File: src/rtl/core/spq_pkg.sv
// ----------------------------------------------------------------------------
// spq_pkg
// Shared types and constants of the sorted priority queue.
// ----------------------------------------------------------------------------
`default_nettype none

package spq_pkg;

    // fixed field widths of the ports
    localparam int unsigned FIELD_W  = 16;
    localparam int unsigned SIZE_W   = 5;
    localparam int unsigned STATUS_W = 2;
    localparam int unsigned ACTION_W = 3;

    typedef enum logic [ACTION_W-1:0] {
        ACT_INSERT      = 3'd0,
        ACT_CHANGE      = 3'd1,
        ACT_REMOVE_HEAD = 3'd2,
        ACT_REMOVE_ELEM = 3'd3,
        ACT_CLEAR       = 3'd4,
        ACT_CONTAINS    = 3'd5,
        ACT_READ_FIRST  = 3'd6,
        ACT_READ_NEXT   = 3'd7
    } t_action;

    typedef enum logic [STATUS_W-1:0] {
        STS_OK        = 2'd0,
        STS_NOT_FOUND = 2'd1,
        STS_FULL      = 2'd2
    } t_status;

    typedef enum logic [1:0] {
        CELL_HOLD   = 2'd0,
        CELL_INSERT = 2'd1,
        CELL_REMOVE = 2'd2
    } t_cell_op;

    typedef enum logic [1:0] {
        ST_IDLE   = 2'd0,
        ST_EXEC   = 2'd1,
        ST_INSERT = 2'd2
    } t_state;

    // command broadcast to every cell of the row
    typedef struct packed {
        t_cell_op op;
        logic     use_prio;   // match also needs priority equality
    } t_cell_ctl;

endpackage

`default_nettype wire

File: src/rtl/core/spq_cell.sv
// ----------------------------------------------------------------------------
// spq_cell
// One slot of the sorted row: holds an (id, priority) entry, compares it with
// the broadcast key and shifts in from either neighbour on insert or remove.
// ----------------------------------------------------------------------------
`default_nettype none

module spq_cell #(
    parameter int unsigned IDX        = 0,
    parameter int unsigned CNT_W      = 5,
    parameter int unsigned ID_WIDTH   = 16,
    parameter int unsigned PRIO_WIDTH = 16
) (
    input  wire                        i_clk,
    input  wire spq_pkg::t_cell_ctl    i_ctl,
    input  wire [CNT_W-1:0]            i_count,
    input  wire [ID_WIDTH-1:0]         i_key_id,
    input  wire [PRIO_WIDTH-1:0]       i_key_prio,
    input  wire                        i_left_ge,
    input  wire [ID_WIDTH-1:0]         i_left_id,
    input  wire [PRIO_WIDTH-1:0]       i_left_prio,
    input  wire [ID_WIDTH-1:0]         i_right_id,
    input  wire [PRIO_WIDTH-1:0]       i_right_prio,
    input  wire                        i_seen,
    output logic                       o_ge,
    output logic                       o_seen,
    output logic [ID_WIDTH-1:0]        o_id,
    output logic [PRIO_WIDTH-1:0]      o_prio
);

    logic [ID_WIDTH-1:0]   r_id;
    logic [PRIO_WIDTH-1:0] r_prio;
    logic [ID_WIDTH-1:0]   n_id;
    logic [PRIO_WIDTH-1:0] n_prio;
    logic                  w_occupied;
    logic                  w_match;

    assign w_occupied = CNT_W'(IDX) < i_count;
    // occupied entries are sorted descending, so ge is true over a prefix
    assign o_ge       = w_occupied && (r_prio >= i_key_prio);
    assign w_match    = w_occupied && (r_id == i_key_id)
                        && (!i_ctl.use_prio || (r_prio == i_key_prio));
    // seen: the first match lies at or before this slot
    assign o_seen     = i_seen || w_match;
    assign o_id       = r_id;
    assign o_prio     = r_prio;

    always_comb begin
        n_id   = r_id;
        n_prio = r_prio;
        case (i_ctl.op)
            spq_pkg::CELL_INSERT: begin
                if (!o_ge) begin
                    if (i_left_ge) begin
                        n_id   = i_key_id;
                        n_prio = i_key_prio;
                    end else begin
                        n_id   = i_left_id;
                        n_prio = i_left_prio;
                    end
                end
            end
            spq_pkg::CELL_REMOVE: begin
                if (o_seen) begin
                    n_id   = i_right_id;
                    n_prio = i_right_prio;
                end
            end
            default: begin
            end
        endcase
    end

    always_ff @(posedge i_clk) begin
        r_id   <= n_id;
        r_prio <= n_prio;
    end

endmodule

`default_nettype wire

File: src/rtl/core/sorted_priority_queue.sv
// ----------------------------------------------------------------------------
// sorted_priority_queue
// Priority queue kept as a row of cells sorted by descending priority, equal
// priorities in arrival order, with a read cursor over the row.
//
// channel  direction  handshake                 word
// in       sink       i_in_valid / o_in_ready   action, element id, priorities
// out      source     o_out_valid / i_out_ready status, size, found, read data
//
// An action is accepted, then every cell compares and shifts together in one
// pass of the cell row; a change of priority that finds its entry takes a
// further pass, as the removal and the reinsertion each need one.
// The next word is taken no earlier than the edge at which the result leaves
// the output register. Reset empties the queue and sets the cursor to zero;
// a stalled output holds the result and keeps the input closed.
// ----------------------------------------------------------------------------
`default_nettype none

module sorted_priority_queue #(
    parameter int unsigned DEPTH      = 16,
    parameter int unsigned ID_WIDTH   = 16,
    parameter int unsigned PRIO_WIDTH = 16
) (
    input  wire                                 i_clk,
    input  wire                                 i_rst_n,
    input  wire                                 i_in_valid,
    output logic                                o_in_ready,
    input  wire  [spq_pkg::ACTION_W-1:0]        i_action,
    input  wire  [spq_pkg::FIELD_W-1:0]         i_element_id,
    input  wire  [spq_pkg::FIELD_W-1:0]         i_priority_req,
    input  wire  [spq_pkg::FIELD_W-1:0]         i_new_priority,
    output logic                                o_out_valid,
    input  wire                                 i_out_ready,
    output logic [spq_pkg::STATUS_W-1:0]        o_status,
    output logic [spq_pkg::SIZE_W-1:0]          o_size,
    output logic                                o_found,
    output logic                                o_read_valid,
    output logic [spq_pkg::FIELD_W-1:0]         o_read_element,
    output logic [spq_pkg::FIELD_W-1:0]         o_read_priority
);

    localparam int unsigned CNT_W = $clog2(DEPTH + 1);
    localparam int unsigned IDX_W = $clog2(DEPTH);

    // request register
    spq_pkg::t_action      r_action;
    logic [ID_WIDTH-1:0]   r_id;
    logic [PRIO_WIDTH-1:0] r_prio;
    logic [PRIO_WIDTH-1:0] r_nprio;

    spq_pkg::t_state       r_state, n_state;
    logic [CNT_W-1:0]      r_count, n_count;
    logic [CNT_W-1:0]      r_cursor, n_cursor;

    // output register
    logic                  r_out_valid, n_out_valid;
    spq_pkg::t_status      r_status, n_status;
    logic [CNT_W-1:0]      r_size, n_size;
    logic                  r_found, n_found;
    logic                  r_rvalid, n_rvalid;
    logic [ID_WIDTH-1:0]   r_rid, n_rid;
    logic [PRIO_WIDTH-1:0] r_rprio, n_rprio;

    // cell row
    spq_pkg::t_cell_ctl    w_ctl;
    logic [PRIO_WIDTH-1:0] w_key_prio;
    logic                  w_head;
    logic                  w_accept;
    logic                  w_load;
    logic                  w_found;
    logic                  w_ge   [DEPTH];
    logic                  w_seen [DEPTH];
    logic [ID_WIDTH-1:0]   w_id   [DEPTH];
    logic [PRIO_WIDTH-1:0] w_prio [DEPTH];

    assign o_in_ready = (r_state == spq_pkg::ST_IDLE) && (!r_out_valid || i_out_ready);
    assign w_accept   = i_in_valid && o_in_ready;
    assign w_found    = w_seen[DEPTH-1];

    for (genvar g = 0; g < DEPTH; g++) begin : g_cell
        logic                  w_left_ge;
        logic                  w_seen_in;
        logic [ID_WIDTH-1:0]   w_left_id;
        logic [PRIO_WIDTH-1:0] w_left_prio;
        logic [ID_WIDTH-1:0]   w_right_id;
        logic [PRIO_WIDTH-1:0] w_right_prio;

        if (g == 0) begin : g_head
            assign w_left_ge   = 1'b1;
            assign w_seen_in   = w_head;
            assign w_left_id   = r_id;
            assign w_left_prio = w_key_prio;
        end else begin : g_body
            assign w_left_ge   = w_ge[g-1];
            assign w_seen_in   = w_seen[g-1];
            assign w_left_id   = w_id[g-1];
            assign w_left_prio = w_prio[g-1];
        end

        if (g == DEPTH - 1) begin : g_tail
            assign w_right_id   = w_id[g];
            assign w_right_prio = w_prio[g];
        end else begin : g_mid
            assign w_right_id   = w_id[g+1];
            assign w_right_prio = w_prio[g+1];
        end

        spq_cell #(
            .IDX        (g),
            .CNT_W      (CNT_W),
            .ID_WIDTH   (ID_WIDTH),
            .PRIO_WIDTH (PRIO_WIDTH)
        ) u_cell (
            .i_clk        (i_clk),
            .i_ctl        (w_ctl),
            .i_count      (r_count),
            .i_key_id     (r_id),
            .i_key_prio   (w_key_prio),
            .i_left_ge    (w_left_ge),
            .i_left_id    (w_left_id),
            .i_left_prio  (w_left_prio),
            .i_right_id   (w_right_id),
            .i_right_prio (w_right_prio),
            .i_seen       (w_seen_in),
            .o_ge         (w_ge[g]),
            .o_seen       (w_seen[g]),
            .o_id         (w_id[g]),
            .o_prio       (w_prio[g])
        );
    end

    always_comb begin
        n_state      = r_state;
        n_count      = r_count;
        n_cursor     = r_cursor;
        w_ctl.op     = spq_pkg::CELL_HOLD;
        w_ctl.use_prio = 1'b0;
        w_key_prio   = r_prio;
        w_head       = 1'b0;
        w_load       = 1'b0;
        n_status     = spq_pkg::STS_OK;
        n_found      = 1'b0;
        n_rvalid     = 1'b0;
        n_rid        = '0;
        n_rprio      = '0;

        case (r_state)
            spq_pkg::ST_IDLE: begin
                if (w_accept) begin
                    n_state = spq_pkg::ST_EXEC;
                end
            end
            spq_pkg::ST_EXEC: begin
                w_load  = 1'b1;
                n_state = spq_pkg::ST_IDLE;
                case (r_action)
                    spq_pkg::ACT_INSERT: begin
                        if (r_count == CNT_W'(DEPTH)) begin
                            n_status = spq_pkg::STS_FULL;
                        end else begin
                            w_ctl.op = spq_pkg::CELL_INSERT;
                            n_count  = r_count + 1'b1;
                        end
                    end
                    spq_pkg::ACT_CHANGE: begin
                        if (r_prio != r_nprio) begin
                            w_ctl.op       = spq_pkg::CELL_REMOVE;
                            w_ctl.use_prio = 1'b1;
                            if (w_found) begin
                                // reinsert under the new priority next cycle
                                n_count = r_count - 1'b1;
                                w_load  = 1'b0;
                                n_state = spq_pkg::ST_INSERT;
                            end else begin
                                n_status = spq_pkg::STS_NOT_FOUND;
                            end
                        end
                    end
                    spq_pkg::ACT_REMOVE_HEAD: begin
                        w_ctl.op = spq_pkg::CELL_REMOVE;
                        w_head   = 1'b1;
                        if (r_count != '0) begin
                            n_count = r_count - 1'b1;
                        end
                    end
                    spq_pkg::ACT_REMOVE_ELEM: begin
                        w_ctl.op = spq_pkg::CELL_REMOVE;
                        if (w_found) begin
                            n_count = r_count - 1'b1;
                        end else begin
                            n_status = spq_pkg::STS_NOT_FOUND;
                        end
                    end
                    spq_pkg::ACT_CLEAR: begin
                        n_count = '0;
                    end
                    spq_pkg::ACT_CONTAINS: begin
                        n_found = w_found;
                    end
                    spq_pkg::ACT_READ_FIRST, spq_pkg::ACT_READ_NEXT: begin
                        if (r_action == spq_pkg::ACT_READ_FIRST) begin
                            n_cursor = '0;
                        end else if (r_cursor < CNT_W'(DEPTH)) begin
                            n_cursor = r_cursor + 1'b1;
                        end
                        // count never exceeds DEPTH, so this also bounds the index
                        if (n_cursor < r_count) begin
                            n_rvalid = 1'b1;
                            n_rid    = w_id[n_cursor[IDX_W-1:0]];
                            n_rprio  = w_prio[n_cursor[IDX_W-1:0]];
                        end
                    end
                    default: begin
                    end
                endcase
            end
            spq_pkg::ST_INSERT: begin
                w_ctl.op   = spq_pkg::CELL_INSERT;
                w_key_prio = r_nprio;
                n_count    = r_count + 1'b1;
                w_load     = 1'b1;
                n_state    = spq_pkg::ST_IDLE;
            end
            default: begin
                n_state = spq_pkg::ST_IDLE;
            end
        endcase

        n_size = n_count;
        if (w_load) begin
            n_out_valid = 1'b1;
        end else if (i_out_ready) begin
            n_out_valid = 1'b0;
        end else begin
            n_out_valid = r_out_valid;
        end
    end

    always_ff @(posedge i_clk) begin
        if (!i_rst_n) begin
            r_state     <= spq_pkg::ST_IDLE;
            r_count     <= '0;
            r_cursor    <= '0;
            r_out_valid <= 1'b0;
        end else begin
            r_state     <= n_state;
            r_count     <= n_count;
            r_cursor    <= n_cursor;
            r_out_valid <= n_out_valid;
        end
    end

    always_ff @(posedge i_clk) begin
        if (w_accept) begin
            r_action <= spq_pkg::t_action'(i_action);
            r_id     <= ID_WIDTH'(i_element_id);
            r_prio   <= PRIO_WIDTH'(i_priority_req);
            r_nprio  <= PRIO_WIDTH'(i_new_priority);
        end
        if (w_load) begin
            r_status <= n_status;
            r_size   <= n_size;
            r_found  <= n_found;
            r_rvalid <= n_rvalid;
            r_rid    <= n_rid;
            r_rprio  <= n_rprio;
        end
    end

    assign o_out_valid     = r_out_valid;
    assign o_status        = r_status;
    assign o_size          = spq_pkg::SIZE_W'(r_size);
    assign o_found         = r_found;
    assign o_read_valid    = r_rvalid;
    assign o_read_element  = spq_pkg::FIELD_W'(r_rid);
    assign o_read_priority = spq_pkg::FIELD_W'(r_rprio);

endmodule

`default_nettype wire
File: config.mk
export PLATFORM = sky130hd
export DESIGN_NAME = sorted_priority_queue
export DESIGN_NICKNAME = d
export VERILOG_FILES = /design/src/rtl/core/spq_pkg.sv /design/src/rtl/core/spq_cell.sv /design/src/rtl/core/sorted_priority_queue.sv
export SDC_FILE = /design/constraint.sdc
export NUM_CORES = 2
export LEC_CHECK = 0
export ABC_AREA = 1
export BUFFER_PORTS_ARGS = -buffer_cell sky130_fd_sc_hd__buf_2
export CAP_MARGIN = 15
export CORE_MARGIN = 3
export CORE_UTILIZATION = 49
export CTS_CLUSTER_SIZE = 8
export DETAILED_ROUTE_END_ITERATION = 12
export HOLD_SLACK_MARGIN = 0.15
export PLACE_DENSITY_LB_ADDON = 0.05
export RECOVER_POWER = 25
export SYNTH_ARGS = -nofsm -noshare
export SYNTH_HDL_FRONTEND = slang
export SYNTH_SLANG_ARGS = --single-unit
File: constraint.sdc
create_clock -name i_clk -period 15.15 [get_ports i_clk]
set_clock_uncertainty 0.1 [all_clocks]
set_input_delay 0.7575 -clock i_clk [delete_from_list [all_inputs] [get_ports i_clk]]
set_output_delay 0.7575 -clock i_clk [all_outputs]
set_load 0.05 [all_outputs]
==> flow_metrics.env <==
export IMPL_status="finished with violations"
export IMPL_fin_hold_ws_ns=0.1894
export IMPL_viasPerCell=6.009
export IMPL_violations="max-capacitance violations, max-slew violations"
export IMPL_numCtsBuffers=87
export IMPL_cts_tree="yes"
export IMPL_num_vias=38980
export IMPL_slew_violations=739
export IMPL_end_kind="register"
export IMPL_cpMaxStageDelayCell="clkinvlp_2"
export IMPL_ant_nets=0
export IMPL_syn2layout_area_growth_pct=8.627
export IMPL_async_reset_ff_share_pct=0
export IMPL_htree_levels=3
export IMPL_yosys_top_cells_area="edfxtp_1 (41%), o21ai_0 (12%), ha_1 (7.8%), nand2_1 (7.7%), a21oi_1 (5.7%)"
export IMPL_grt_max_degree=199
export IMPL_track_usage_pct=30.75
export IMPL_yosysTopAreaCell="edfxtp_1"
export IMPL_drt_total_wl_um=146100
export IMPL_multiInputGateArea_mm2=0.02193
export IMPL_ys_warn_count=0
export IMPL_required_ns=15.43
export IMPL_antenna_found_initial=1
export IMPL_drc_errors=0
export IMPL_synth_flop_cell="edfxtp_1"
export IMPL_drive_above_1_share_pct=5.367
export IMPL_max_freq_mhz=99.68
export IMPL_clkTransAtPathRegs_ns=0.06
export IMPL_post_route_min_period_ns=10.03
export IMPL_rows=108
export IMPL_critPathKind="register to register"
export IMPL_final_nets=5627
export IMPL_pre_cts_ws_ns=8.908
export IMPL_cts_resized=0
export IMPL_fillers=8325
export IMPL_tightest_slew_ns=4.841
export IMPL_path_cells="inv_1, ha_1, nand2_1, o21ai_0, inv_1, ha_1, clkinvlp_2, buf_4, buf_4, o21ai_0, o22ai_1"
export IMPL_powerDensity_mw_per_mm2=93.12
export IMPL_hpwl_um=104500
export IMPL_io_buffers=97
export IMPL_dp_cells=6336
export IMPL_leakage_nw=17.96
export IMPL_gp_congestion=0.8819
export IMPL_die_area_mm2=0.09286
export IMPL_start_kind="register"
export IMPL_wl_per_cell_um=22.52
export IMPL_setup_tns_ns=0
export IMPL_syn_inst=5392
export IMPL_cp_arrival_ns=10.31
export IMPL_die_height_um=304.7
export IMPL_coreArea_mm2=0.08756
export IMPL_cp_num_buf_inv=5
export IMPL_fin_crit_sh_pct=66.22
export IMPL_fin_ws_ns=5.118
export IMPL_syn_num_nets=5718
export IMPL_total_power_mw=4.423
export IMPL_cts_path_max_buffers=3
export IMPL_rsz0062_at_grt="no"
export IMPL_root_buffer="clkbuf_16"
export IMPL_hold_viol=0
export IMPL_dr_pass1_iters=6
export IMPL_cts_setup_buffers=0
export IMPL_grt_pass1_wl_um=222800
export IMPL_syn_area_mm2=0.04373
export IMPL_grt_pass1_vias=35870
export IMPL_synth_top_cell_area_share_pct=41.48
export IMPL_start_util_pct=49.94
export IMPL_stdcell_count=6486
export IMPL_syn_area_per_cell_um2=8.110
export IMPL_vdd_drop_max_uv=106.9
export IMPL_synth_cell_types=52
export IMPL_maxCapViolations=12
export IMPL_setup_viol=0
export IMPL_min_path_type="input port to register"
export IMPL_drt_iter0_markers=4598
export IMPL_clock_sinks=617
export IMPL_yosys_register_bits=617
export IMPL_io_pins=98
export IMPL_crit_family="buffers and inverters"
export IMPL_grt_ovfl_total=0
export IMPL_die_w_um=304.7
export IMPL_synth_edff_count=604
export IMPL_crit_fanout=148
export IMPL_clock_latency_ns=0.66
export IMPL_seq_area_mm2=0.01840
export IMPL_seq_area_frac_synth_pct=42.07
export IMPL_slew_limit_headroom_pct=-224.5
export IMPL_crit_path_max_incr_delay_ns=4.06
==> what timing repair did <==
item / CTS / global route
hold buffers: 28 / 0
hold endpoints to repair: 28 / 0
setup endpoints to repair: 0 / 0
==> layout make-up <==
class,instances,share of cell area (%)
clock buffer,113,4.878
timing repair buffer,208,2.803
sequential,617,38.73
tap,1155,3.042
clock inverter,4,0.07375
antenna,2,0.01054
inverter,540,4.291
multi-input combinational,3847,46.17
==> cell families (layout without fill, tap and decap cells) <==
kind of cell	after synthesis	in the layout	synth area share (%)
flip-flops	617	617	42.07
AND/OR/NAND/NOR	1439	1439	13.97
buffers and inverters	928	865	8.197
other	0	2	0
XOR/XNOR	165	165	3.305
adder cells (fa/ha/maj)	271	271	7.754
multiplexers	1	1	0.02289
AO/OA/AOI/OAI	1971	1971	24.68
==> cell usage after synthesis, types with 7 or more instances <==
cell	count
inv_1	520
clkbuf_1	312
o211ai_1	207
nor2_1	209
xor2_1	82
nand2_1	893
a31oi_1	53
nor4_1	23
inv_2	11
nor3_1	37
o21ai_0	1061
a211oi_1	27
xnor2_1	83
nand4_1	82
o21ai_1	18
buf_4	13
o22ai_1	42
dfxtp_1	13
edfxtp_1	604
o221ai_1	20
a21oi_1	501
buf_1	33
clkinv_1	7
buf_2	28
ha_1	271
a221oi_1	11
nand3_1	165
==> flip-flops by register name (all words and copies together) (netlist names) <==
| signal | count |
|---|---|
| g_cell.u_cell.o_id | 256 |
| g_cell.u_cell.o_prio | 256 |
| g_cell.w_left_id | 16 |
| o_found | 1 |
| o_out_valid | 1 |
| o_read_element | 16 |
| o_read_priority | 16 |
| o_read_valid | 1 |
| o_size | 5 |
| o_status | 2 |
| r_action | 3 |
| r_count | 5 |
| r_cursor | 5 |
| r_nprio | 16 |
| r_prio | 16 |
| r_state | 2 |
==> cell usage in the layout (no fill, tap or decap), types with 5 or more instances in the layout <==
| cell type | synthesis | final |
|---|---|---|
| inv_1 | 520 | 518 |
| nand3_1 | 165 | 165 |
| a221oi_1 | 11 | 7 |
| o22ai_1 | 42 | 42 |
| nor2_1 | 209 | 208 |
| buf_4 | 13 | 72 |
| nor3_1 | 37 | 36 |
| nand2_1 | 893 | 892 |
| nand4_1 | 82 | 82 |
| xor2_1 | 82 | 82 |
| buf_2 | 28 | 52 |
| nand2_2 | 5 | 6 |
| xnor2_1 | 83 | 83 |
| dfxtp_1 | 13 | 13 |
| ha_1 | 271 | 271 |
| inv_2 | 11 | 13 |
| o21ai_2 | 0 | 10 |
| clkbuf_16 | 0 | 89 |
| dlygate4sd3_1 | 0 | 28 |
| o21ai_0 | 1061 | 1062 |
| nor4_1 | 23 | 23 |
| edfxtp_1 | 604 | 604 |
| clkbuf_1 | 312 | 78 |
| a31oi_1 | 53 | 53 |
| a211oi_1 | 27 | 27 |
| o21bai_1 | 6 | 6 |
| o21ai_4 | 0 | 5 |
| o221ai_1 | 20 | 20 |
| clkinv_1 | 7 | 5 |
| a21oi_1 | 501 | 500 |
| o211ai_1 | 207 | 207 |
==> stage by stage <==
| stage | util, % | area (um2) |
|---|---|---|
| 6_report | 54.25 | 47500 |
| 5_1_grt | 54.24 | 47500 |
| 4_1_cts | 54.37 | 47610 |
| 3_5_place_dp | 51.37 | 44980 |
| 3_3_place_gp | 51.37 | 44980 |
| 2_1_floorplan | - | 43730 |
==> report_power, final <==
part / switching [mW] / leakage (nW) / internal, mW / total [mW]
Sequential: 0.0329 / 5.57 / 1.92 / 1.96
Combinational: 0.468 / 11.2 / 0.201 / 0.670
Clock: 0.749 / 1.14 / 1.05 / 1.80
Total: 1.25 / 18.0 / 3.17 / 4.42
==> per-layer routing <==
metal	wire length (um)	track usage, %	part of all wire [%]	vias to the layer above
met5	0	0	0	-
met4	4524	9.241	3.1	0
met3	14150	6.805	9.7	216
met2	62110	45.29	43	1686
met1	65290	45.15	45	18130
li1	-	-	-	18950
==> final timing paths <==
check	start	to	slack, ns	cells after the start
max	r_state[0]	g_cell[2].u_cell.o_id[0]	5.12	11
min	i_element_id[10]	g_cell[0].w_left_id[10]	0.19	1
max reg2reg	r_state[0]	g_cell[2].u_cell.o_id[0]	5.12	11
min reg2reg	r_state[0]	r_state[0]	0.38	2
No activity file was read; power rests on OpenSTA's default activity.
